`config.mk`:
```
export PLATFORM = sky130hd
export DESIGN_NAME = operator_and_number_lexer
export DESIGN_NICKNAME = d
export VERILOG_FILES = /design/src/rtl/onl_pkg.sv /design/src/rtl/operator_and_number_lexer.sv
export SDC_FILE = /design/constraint.sdc
export NUM_CORES = 1
export LEC_CHECK = 0
export BUFFER_PORTS_ARGS = -buffer_cell sky130_fd_sc_hd__buf_2
export CAP_MARGIN = 20
export CORE_ASPECT_RATIO = 0.7
export CORE_UTILIZATION = 50
export CTS_CLUSTER_SIZE = 25
export DETAILED_ROUTE_END_ITERATION = 10
export PLACE_DENSITY = 0.77
export SETUP_SLACK_MARGIN = 0.1
export SLEW_MARGIN = 10
export SYNTH_ARGS = -nofsm -noshare
export SYNTH_HDL_FRONTEND = slang
export SYNTH_SLANG_ARGS = --single-unit
```
`constraint.sdc`:
```
create_clock -name clk -period 5.85 [get_ports clk]
set_input_delay 0.2925 -clock clk [delete_from_list [all_inputs] [get_ports clk]]
set_output_delay 0.2925 -clock clk [all_outputs]
set_load 0.03 [all_outputs]
```
`src/rtl/onl_pkg.sv`:
```
// ----------------------------------------------------------------------------
// onl_pkg
// Types, codes and helper functions shared by the operator and number lexer.
// ----------------------------------------------------------------------------
package onl_pkg;

    localparam int VALUE_BITS   = 32;
    localparam int MAX_DECIMALS = 9;
    localparam int POS_BITS     = 32;
    localparam int LEN_BITS     = 16;
    localparam int PLACES_BITS  = 4;
    localparam int KIND_BITS    = 4;
    localparam int CHAR_BITS    = 8;
    localparam int PROD_BITS    = VALUE_BITS + 4;

    localparam int QDEPTH       = 4;
    localparam int QPTR_BITS    = $clog2(QDEPTH);
    localparam int QCNT_BITS    = $clog2(QDEPTH + 1);

    localparam int IN_DATA_BITS  = 8;
    localparam int IN_USER_BITS  = 1;
    localparam int OUT_DATA_BITS = 128;
    localparam int OUT_USER_BITS = KIND_BITS;

    localparam logic [VALUE_BITS-1:0] VALUE_MAX  = {VALUE_BITS{1'b1}};
    localparam logic [LEN_BITS-1:0]   LEN_MAX    = {LEN_BITS{1'b1}};
    localparam logic [PLACES_BITS-1:0] DEC_LIMIT = PLACES_BITS'(MAX_DECIMALS);

    localparam logic [7:0] CH_ZERO    = 8'h30;
    localparam logic [7:0] CH_NINE    = 8'h39;
    localparam logic [7:0] CH_POINT   = 8'h2E;
    localparam logic [7:0] CH_NEWLINE = 8'h0A;
    localparam logic [7:0] CH_SPACE   = 8'h20;
    localparam logic [7:0] CH_TAB     = 8'h09;
    localparam logic [7:0] CH_EQ      = 8'h3D;
    localparam logic [7:0] CH_AMP     = 8'h26;
    localparam logic [7:0] CH_BAR     = 8'h7C;
    localparam logic [7:0] CH_BANG    = 8'h21;
    localparam logic [7:0] CH_LT      = 8'h3C;
    localparam logic [7:0] CH_GT      = 8'h3E;

    typedef enum logic [3:0] {
        MODE_IDLE = 4'b0001,
        MODE_OP   = 4'b0010,
        MODE_INT  = 4'b0100,
        MODE_REAL = 4'b1000
    } mode_t;

    typedef enum logic [KIND_BITS-1:0] {
        KIND_CHAR = 4'd0,
        KIND_AND  = 4'd1,
        KIND_OR   = 4'd2,
        KIND_EQ   = 4'd3,
        KIND_NE   = 4'd4,
        KIND_LE   = 4'd5,
        KIND_GE   = 4'd6,
        KIND_INT  = 4'd7,
        KIND_REAL = 4'd8
    } kind_t;

    typedef struct packed {
        kind_t                  kind;
        logic [CHAR_BITS-1:0]   char_code;
        logic [VALUE_BITS-1:0]  value;
        logic [PLACES_BITS-1:0] decimal_places;
        logic                   overflow;
        logic [POS_BITS-1:0]    start_offset;
        logic [LEN_BITS-1:0]    length;
        logic [POS_BITS-1:0]    line;
        logic                   last;
    } token_t;

    function automatic logic is_digit(input logic [7:0] c);
        return (c >= CH_ZERO) && (c <= CH_NINE);
    endfunction

    function automatic logic is_op_start(input logic [7:0] c);
        return (c == CH_AMP) || (c == CH_BAR) || (c == CH_EQ) ||
               (c == CH_BANG) || (c == CH_LT) || (c == CH_GT);
    endfunction

    // kind of a two-byte operator, or KIND_CHAR when the pair does not fold
    function automatic kind_t pair_kind(input logic [7:0] first, input logic [7:0] second);
        kind_t k;
        k = KIND_CHAR;
        if (first == CH_AMP && second == CH_AMP)
            k = KIND_AND;
        else if (first == CH_BAR && second == CH_BAR)
            k = KIND_OR;
        else if (second == CH_EQ)
        begin
            if (first == CH_EQ)
                k = KIND_EQ;
            else if (first == CH_BANG)
                k = KIND_NE;
            else if (first == CH_LT)
                k = KIND_LE;
            else if (first == CH_GT)
                k = KIND_GE;
        end
        return k;
    endfunction

endpackage

```
`src/rtl/operator_and_number_lexer.sv`:
```
// ----------------------------------------------------------------------------
// operator_and_number_lexer
// Byte-stream scanner for operators, single characters and decimal numbers.
// ----------------------------------------------------------------------------
// The lexer takes one source byte per cycle while s_tready is high and
// reports tokens on the master side. An accepted word updates the scan state
// at once and pushes zero, one or two tokens into a four-entry result queue,
// read out in order. Input runs at one word per cycle as long as the queue
// holds at most two tokens, so with m_tready high the sustained rate is one
// word per cycle when words average one token or fewer, and one token per
// cycle is the ceiling set by the single output port. Numbers come out as a
// decimal mantissa plus a count of fractional digits, saturating with an
// overflow flag; an end-of-input word flushes a pending token.
module operator_and_number_lexer
    import onl_pkg::*;
(
    input  logic                     clk,
    input  logic                     rst_n,
    input  logic                     s_tvalid,
    output logic                     s_tready,
    input  logic [IN_DATA_BITS-1:0]  s_tdata,   // ch
    input  logic [IN_USER_BITS-1:0]  s_tuser,   // end_of_input
    output logic                     m_tvalid,
    input  logic                     m_tready,
    output logic [OUT_DATA_BITS-1:0] m_tdata,   // char_code, value, decimal_places,
                                                // overflow, start_offset, length, line
    output logic [OUT_USER_BITS-1:0] m_tuser,   // kind
    output logic                     m_tlast
);

    // scan state
    mode_t                  mode_reg, mode_next;
    logic [7:0]             pend_reg, pend_next;
    logic [POS_BITS-1:0]    pos_reg, pos_next;
    logic [POS_BITS-1:0]    lines_reg, lines_next;
    logic [POS_BITS-1:0]    tstart_reg, tstart_next;
    logic [POS_BITS-1:0]    tline_reg, tline_next;
    logic [VALUE_BITS-1:0]  acc_reg, acc_next;
    logic [PLACES_BITS-1:0] frac_reg, frac_next;
    logic                   sat_reg, sat_next;
    logic [LEN_BITS-1:0]    tlen_reg, tlen_next;

    // result queue
    token_t                 q_reg [QDEPTH];
    logic [QPTR_BITS-1:0]   wr_ptr_reg, rd_ptr_reg;
    logic [QCNT_BITS-1:0]   cnt_reg;

    logic                   in_fire, out_fire;
    logic [7:0]             c;
    logic                   eoi;
    logic                   do_flush, do_begin;
    logic [PROD_BITS-1:0]   prod;
    logic [1:0]             n_tok;
    token_t                 tok0, tok1;
    token_t                 flush_tok, char_tok;
    logic                   flush_has, char_has;
    token_t                 head;

    assign c        = s_tdata[7:0];
    assign eoi      = s_tuser[0];
    assign s_tready = (cnt_reg <= QCNT_BITS'(QDEPTH - 2));
    assign in_fire  = s_tvalid && s_tready;
    assign out_fire = m_tvalid && m_tready;

    // accumulator times ten plus digit, just wide enough that the saturation test never wraps
    assign prod = {acc_reg, 3'b000} + {3'b000, acc_reg, 1'b0} +
                  PROD_BITS'(c - CH_ZERO);

    // token that a flush of the current mode gives
    always_comb
    begin
        flush_tok                = '0;
        flush_tok.start_offset   = tstart_reg;
        flush_tok.line           = tline_reg;
        flush_has                = 1'b0;
        case (mode_reg)
            MODE_OP:
            begin
                flush_has           = 1'b1;
                flush_tok.kind      = KIND_CHAR;
                flush_tok.char_code = pend_reg;
                flush_tok.length    = LEN_BITS'(1);
            end
            MODE_INT, MODE_REAL:
            begin
                flush_has                = 1'b1;
                flush_tok.kind           = (mode_reg == MODE_INT) ? KIND_INT : KIND_REAL;
                flush_tok.value          = acc_reg;
                flush_tok.decimal_places = (mode_reg == MODE_INT) ? '0 : frac_reg;
                flush_tok.overflow       = sat_reg;
                flush_tok.length         = tlen_reg;
            end
            default:
            begin
                flush_has = 1'b0;
            end
        endcase
    end

    always_comb
    begin
        mode_next   = mode_reg;
        pend_next   = pend_reg;
        pos_next    = pos_reg;
        lines_next  = lines_reg;
        tstart_next = tstart_reg;
        tline_next  = tline_reg;
        acc_next    = acc_reg;
        frac_next   = frac_reg;
        sat_next    = sat_reg;
        tlen_next   = tlen_reg;
        do_flush    = 1'b0;
        do_begin    = 1'b0;
        char_has    = 1'b0;
        char_tok    = '0;
        tok0        = '0;
        tok1        = '0;
        n_tok       = 2'd0;

        if (eoi)
        begin
            do_flush = 1'b1;
        end
        else
        begin
            pos_next = pos_reg + 1'b1;
            case (mode_reg)
                MODE_OP:
                begin
                    if (pair_kind(pend_reg, c) != KIND_CHAR)
                    begin
                        char_has              = 1'b1;
                        char_tok.kind         = pair_kind(pend_reg, c);
                        char_tok.start_offset = tstart_reg;
                        char_tok.length       = LEN_BITS'(2);
                        char_tok.line         = tline_reg;
                        mode_next             = MODE_IDLE;
                    end
                    else
                    begin
                        do_flush = 1'b1;
                        do_begin = 1'b1;
                    end
                end
                MODE_INT, MODE_REAL:
                begin
                    if (is_digit(c))
                    begin
                        if (mode_reg == MODE_INT || frac_reg < DEC_LIMIT)
                        begin
                            if (prod > PROD_BITS'(VALUE_MAX))
                            begin
                                acc_next = VALUE_MAX;
                                sat_next = 1'b1;
                            end
                            else
                            begin
                                acc_next = prod[VALUE_BITS-1:0];
                            end
                            if (mode_reg == MODE_REAL)
                                frac_next = frac_reg + 1'b1;
                        end
                        if (tlen_reg != LEN_MAX)
                            tlen_next = tlen_reg + 1'b1;
                    end
                    else if (mode_reg == MODE_INT && c == CH_POINT)
                    begin
                        mode_next = MODE_REAL;
                        if (tlen_reg != LEN_MAX)
                            tlen_next = tlen_reg + 1'b1;
                    end
                    else
                    begin
                        do_flush = 1'b1;
                        do_begin = 1'b1;
                    end
                end
                default:
                begin
                    do_begin = 1'b1;
                end
            endcase
        end

        if (do_flush)
            mode_next = MODE_IDLE;

        if (do_begin)
        begin
            mode_next = MODE_IDLE;
            if (c == CH_NEWLINE)
            begin
                lines_next = lines_reg + 1'b1;
            end
            else if (c != CH_SPACE && c != CH_TAB)
            begin
                tstart_next = pos_reg;
                tline_next  = lines_reg;
                if (is_op_start(c))
                begin
                    mode_next = MODE_OP;
                    pend_next = c;
                end
                else if (is_digit(c))
                begin
                    mode_next = MODE_INT;
                    acc_next  = VALUE_BITS'(c - CH_ZERO);
                    sat_next  = 1'b0;
                    frac_next = '0;
                    tlen_next = LEN_BITS'(1);
                end
                else
                begin
                    char_has              = 1'b1;
                    char_tok.kind         = KIND_CHAR;
                    char_tok.char_code    = c;
                    char_tok.start_offset = pos_reg;
                    char_tok.length       = LEN_BITS'(1);
                    char_tok.line         = lines_reg;
                end
            end
        end

        // pack the tokens of this word into two slots, flush first
        if (do_flush && flush_has)
        begin
            tok0  = flush_tok;
            n_tok = 2'd1;
            if (char_has)
            begin
                tok1  = char_tok;
                n_tok = 2'd2;
            end
        end
        else if (char_has)
        begin
            tok0  = char_tok;
            n_tok = 2'd1;
        end
        tok0.last = (n_tok == 2'd1);
        tok1.last = (n_tok == 2'd2);
    end

    always_ff @(posedge clk or negedge rst_n)
    begin
        if (!rst_n)
        begin
            mode_reg   <= MODE_IDLE;
            pend_reg   <= '0;
            pos_reg    <= '0;
            lines_reg  <= '0;
            tstart_reg <= '0;
            tline_reg  <= '0;
            acc_reg    <= '0;
            frac_reg   <= '0;
            sat_reg    <= 1'b0;
            tlen_reg   <= '0;
        end
        else if (in_fire)
        begin
            mode_reg   <= mode_next;
            pend_reg   <= pend_next;
            pos_reg    <= pos_next;
            lines_reg  <= lines_next;
            tstart_reg <= tstart_next;
            tline_reg  <= tline_next;
            acc_reg    <= acc_next;
            frac_reg   <= frac_next;
            sat_reg    <= sat_next;
            tlen_reg   <= tlen_next;
        end
    end

    // queue storage
    always_ff @(posedge clk)
    begin
        if (in_fire && n_tok != 2'd0)
            q_reg[wr_ptr_reg] <= tok0;
        if (in_fire && n_tok == 2'd2)
            q_reg[wr_ptr_reg + 1'b1] <= tok1;
    end

    always_ff @(posedge clk or negedge rst_n)
    begin
        if (!rst_n)
        begin
            wr_ptr_reg <= '0;
            rd_ptr_reg <= '0;
            cnt_reg    <= '0;
        end
        else
        begin
            if (in_fire)
                wr_ptr_reg <= wr_ptr_reg + QPTR_BITS'(n_tok);
            if (out_fire)
                rd_ptr_reg <= rd_ptr_reg + 1'b1;
            cnt_reg <= cnt_reg + (in_fire ? QCNT_BITS'(n_tok) : '0)
                               - QCNT_BITS'(out_fire);
        end
    end

    assign head     = q_reg[rd_ptr_reg];
    assign m_tvalid = (cnt_reg != '0);
    assign m_tuser  = head.kind;
    assign m_tlast  = head.last;
    assign m_tdata  = {3'b000, head.line, head.length, head.start_offset,
                       head.overflow, head.decimal_places, head.value,
                       head.char_code};

    // queue never overfills
    a_cnt_bound: assert property (@(posedge clk) disable iff (!rst_n)
        cnt_reg <= QCNT_BITS'(QDEPTH))
        else $error("result queue count beyond depth");

    // a pending number always has a length
    a_num_len: assert property (@(posedge clk) disable iff (!rst_n)
        (mode_reg == MODE_INT || mode_reg == MODE_REAL) |-> tlen_reg != '0)
        else $error("pending number with zero length");

    // kept fraction digits stay within the limit
    a_frac_bound: assert property (@(posedge clk) disable iff (!rst_n)
        frac_reg <= DEC_LIMIT)
        else $error("fraction count beyond limit");

    // end of input does not move the byte position
    a_eoi_pos: assert property (@(posedge clk) disable iff (!rst_n)
        (in_fire && eoi) |=> $stable(pos_reg))
        else $error("byte position moved on end of input");

    // end of input leaves the scanner idle
    a_eoi_idle: assert property (@(posedge clk) disable iff (!rst_n)
        (in_fire && eoi) |=> mode_reg == MODE_IDLE)
        else $error("token still pending after end of input");

endmodule
```
==> metrics.md <==
| Metric | Value |
|---|---|
| Estimated wirelength of the detail-placed design | `53000 um` |
| Total buffers and inverters traversed by the critical path | `3` |
| Proportion of netlist area held by the largest area contributor | `0.274` |
| Synth Cell Area | `34200 um^2` |
| # H-tree levels | `3` |
| Routed Wire Length | `88400 um` |
| Clock buffer count from CTS | `67` |
| Die outline area | `69400 um^2` |
| DRC viols | `0` |
| Max stage delay cell, worst path | `sky130_fd_sc_hd__nand2_1` |
| Required @ worst endpoint | `6.19 ns` |
| Worst slew margin | `0.273` |
| Number of failing setup endpoints in the final timing report | `0` |
| Critical path arrival | `5.17 ns` |
| Number of register bits inferred by synthesis | `720` |
| Clock latency reported for the late side of the worst-skew pair | `0.62 ns` |
| Count of standard-cell rows | `79` |
| Switching Share | `0.389` |
| Placeable core region | `67000 um^2` |
| CTS Buffer Depth | `3` |
| Kind of start point of the critical path | `flop` |
| Count of filler cells inserted in the layout | `5191` |
| Share of total power in combinational logic | `0.370` |
| Part of the cycle the worst path needs | `0.826` |
| Clock-pin slew of the registers on the worst-case setup and hold paths | `0.07 ns` |
| Root Buffer | `sky130_fd_sc_hd__clkbuf_16` |
| Horizontal extent of the die | `314 um` |
| Chip height | `221 um` |
| Post-Route Setup TNS | `0 ns` |
| Antenna violations before repair | `8` |
| Yosys synthesis warning count | `0` |
| Worst ir drop on vdd | `0.000247 V` |
| Power Density | `455 nW/um^2` |
| Via count of the first global-routing pass | `23343` |
| Mean instance size in the synthesized netlist | `13.1 um^2` |
| Unrepaired setup endpoints after global routing | `false` |
| Final net count | `2714` |
| Proportion of power drawn by flip-flops and latches | `0.377` |
| Worst path max stage delay | `0.51 ns` |
| Run status | `complete, no violations` |
| Sum of overflow across all layers after global routing | `0` |
| Via count | `23459` |
| Library cells used by synthesis | `87` |
| Internal power consumption | `10.5 mW` |
| Share of layout cells above drive strength 1 | `0.188` |
| Transition time at the pin with the least slew margin | `1.09 ns` |
| P&R area growth vs syn | `10.6%` |
| Library cell with the highest instance count after synthesis | `sky130_fd_sc_hd__a22o_1` |
| Post-route ant nets | `0` |
| Initial standard-cell utilization of the core | `0.510` |
| Path category of the worst min-delay check | `input port to flop` |
| Dominant synthesized flop cell | `sky130_fd_sc_hd__edfxtp_1` |
| Starting DRC count in detailed routing | `2712` |
| Number of top-level pins | `148` |
| Share of the yosys chip area belonging to registers | `0.543` |
| Synthesized instance count | `2601` |
| Switching Power | `6.69 mW` |
| Post-CTS setup repair buffer count | `0` |
| Largest register FFs | `520` |
| Share of total power in the clock network | `0.252` |
| Maximum clock rate | `207 MHz` |
| Vias per inst | `6.58` |
| Min Clock Period, post-route | `4.83 ns` |
| Count of pins over their slew limit | `0` |
| Placer congestion estimate | `0.939` |
| Post-route worst hold slack | `0.0623 ns` |
| Ys async rst share | `0.278` |
| Largest area contributor in the synthesized netlist | `sky130_fd_sc_hd__edfxtp_1` |
| Count of endpoints failing hold in the final timing report | `0` |
| Most instantiated cells after synthesis | `sky130_fd_sc_hd__a22o_1 (490), sky130_fd_sc_hd__edfxtp_1 (312), sky130_fd_sc_hd__dfxtp_1 (208)` |
| Number of sinks on the clock net | `720` |
| Pin count of the biggest net entering global routing | `78` |
| CP cell instances | `or3b_1 > nor4_1 > a32oi_1 > a41oi_4 > a211oi_1 > or2_2 > inv_1 > ha_1 > nor2_1 > nand2_1 > and2_2 > clkinv_2 > buf_12` |
| Worst setup path class | `flop to flop` |
| Number of max-cap violations | `0` |
| First-pass DRT Iterations | `5` |
| Average detailed-routed wire length per instance | `24.8 um` |
| Count of instances resized after the clock tree is built | `0` |
| I/O Buffers | `144` |
| Wire length of the first global-routing pass | `138000 um` |
| Top area cells in the synthesized netlist | `sky130_fd_sc_hd__edfxtp_1 (27%), sky130_fd_sc_hd__dfrtp_1 (15%), sky130_fd_sc_hd__a22o_1 (13%)` |
| Largest driver fanout on the critical path | `43` |
| Worst path top cell family by delay | `simple AND/OR/NAND/NOR gates` |
| Clk_skew | `0.0245 ns` |
| Overall routing resource usage | `0.256` |
| Power Total | `17.2 mW` |
| Clock tree from TritonCTS | `yes` |
| Nature of the critical path endpoint | `flop` |
| Number of flops mapped to enable cells by yosys | `312` |
| Lkg Pwr | `14.7 nW` |
[power by group through the flow]
stage          logic (mW)  clock network, mW  registers, mW
2_1_floorplan        4.81                  0           6.21
3_3_place_gp         6.18                  0           6.53
4_1_cts              6.33               4.38           6.49
6_report             6.36               4.34           6.49
5_1_grt              6.82               4.59           6.56
3_5_place_dp         6.29                  0           6.59
[timing repair]
action,CTS,global route
hold buffers,1,0
endpoints found under the hold margin,75,0
endpoints found under the setup margin,0,0
[layout make-up]
class	instances	area, um^2	area share
Antenna cell	3	7.51	0.000199
Clock buffer	92	1850	0.0490
Clock inverter	31	298	0.00788
Inverter	41	159	0.00421
Multi-Input combinational cell	1597	14500	0.384
Sequential cell	720	18500	0.491
Tap cell	891	1110	0.0295
Timing Repair Buffer	191	1300	0.0343
[placed cells by master (no fill, tap or decap), types with 27 or more instances in the layout]
| master | instances |
|---|---|
| sky130_fd_sc_hd__nand2_1 | 101 |
| sky130_fd_sc_hd__clkbuf_16 | 68 |
| sky130_fd_sc_hd__nand4_1 | 27 |
| sky130_fd_sc_hd__nand3_1 | 47 |
| sky130_fd_sc_hd__nor2_1 | 90 |
| sky130_fd_sc_hd__fa_1 | 32 |
| sky130_fd_sc_hd__inv_1 | 37 |
| sky130_fd_sc_hd__xor2_1 | 46 |
| sky130_fd_sc_hd__xnor2_1 | 61 |
| sky130_fd_sc_hd__a22o_1 | 490 |
| sky130_fd_sc_hd__buf_4 | 29 |
| sky130_fd_sc_hd__mux2_1 | 60 |
| sky130_fd_sc_hd__o21ai_0 | 39 |
| sky130_fd_sc_hd__dfxtp_1 | 208 |
| sky130_fd_sc_hd__edfxtp_1 | 312 |
| sky130_fd_sc_hd__dfrtp_1 | 197 |
| sky130_fd_sc_hd__a21oi_1 | 82 |
| sky130_fd_sc_hd__buf_2 | 143 |
| sky130_fd_sc_hd__mux4_2 | 130 |
| sky130_fd_sc_hd__a211oi_1 | 35 |
| sky130_fd_sc_hd__ha_1 | 51 |
[metrics by stage]
stage	setup WS, ns	instances	utilization	area (um^2)
6_report	1.02	3566	0.564	37800
5_1_grt	0.817	3565	0.564	37800
4_1_cts	1.11	3563	0.564	37800
3_5_place_dp	0.729	3439	0.531	35600
3_3_place_gp	0.852	3439	0.531	35600
2_1_floorplan	0.809	2603	-	34200
[worst min-delay path: cells and delay by family]
kind                   cells  cell delay, ns
AND/OR/NAND/NOR            1            0.17
buffers and inverters      1            0.08
XOR/XNOR                   1            0.08
[per-layer routing]
| layer | vias up | track usage | wire (um) |
|---|---|---|---|
| li1 | 10174 | - | - |
| met1 | 12008 | 0.356 | 37100 |
| met2 | 1136 | 0.413 | 41900 |
| met3 | 135 | 0.0489 | 7650 |
| met4 | 6 | 0.0694 | 1760 |
| met5 | - | 0 | 31 |
[path summary, 6_finish.rpt]
path / from / endpoint / slack [ns] / cells after the start
max in group asynchronous: rst_n / tlen_reg[10]$_DFFE_PN0P_ / 4.10 / 3
hold reg to reg: q_reg[1][129]$_SDFFE_PP0P_ / q_reg[1][129]$_SDFFE_PP0P_ / 0.46 / 1
hold / removal: m_tready / rd_ptr_reg[0]$_DFFE_PN0P_ / 0.06 / 3
min in group asynchronous: rst_n / tstart_reg[12]$_DFFE_PN0P_ / 0.27 / 2
setup reg to reg: pend_reg[6]$_DFFE_PN0P_ / q_reg[1][76]$_DFFE_PP_ / 1.02 / 13
setup / recovery: pend_reg[6]$_DFFE_PN0P_ / q_reg[1][76]$_DFFE_PP_ / 1.02 / 13
[logic make-up after synthesis]
| logic type | Yosys count | share of synthesized area |
|---|---|---|
| DFF | 720 | 0.543 |
| AOI/OAI and AO/OA | 789 | 0.185 |
| other | 1 | 0.000110 |
| muxes | 209 | 0.112 |
| xor gates and xnor gates | 107 | 0.0274 |
| buffers and inverters | 286 | 0.0354 |
| and+or+nand+nor | 405 | 0.0599 |
| adders and majority gates | 84 | 0.0377 |
No activity file was read; power rests on OpenSTA's default activity.
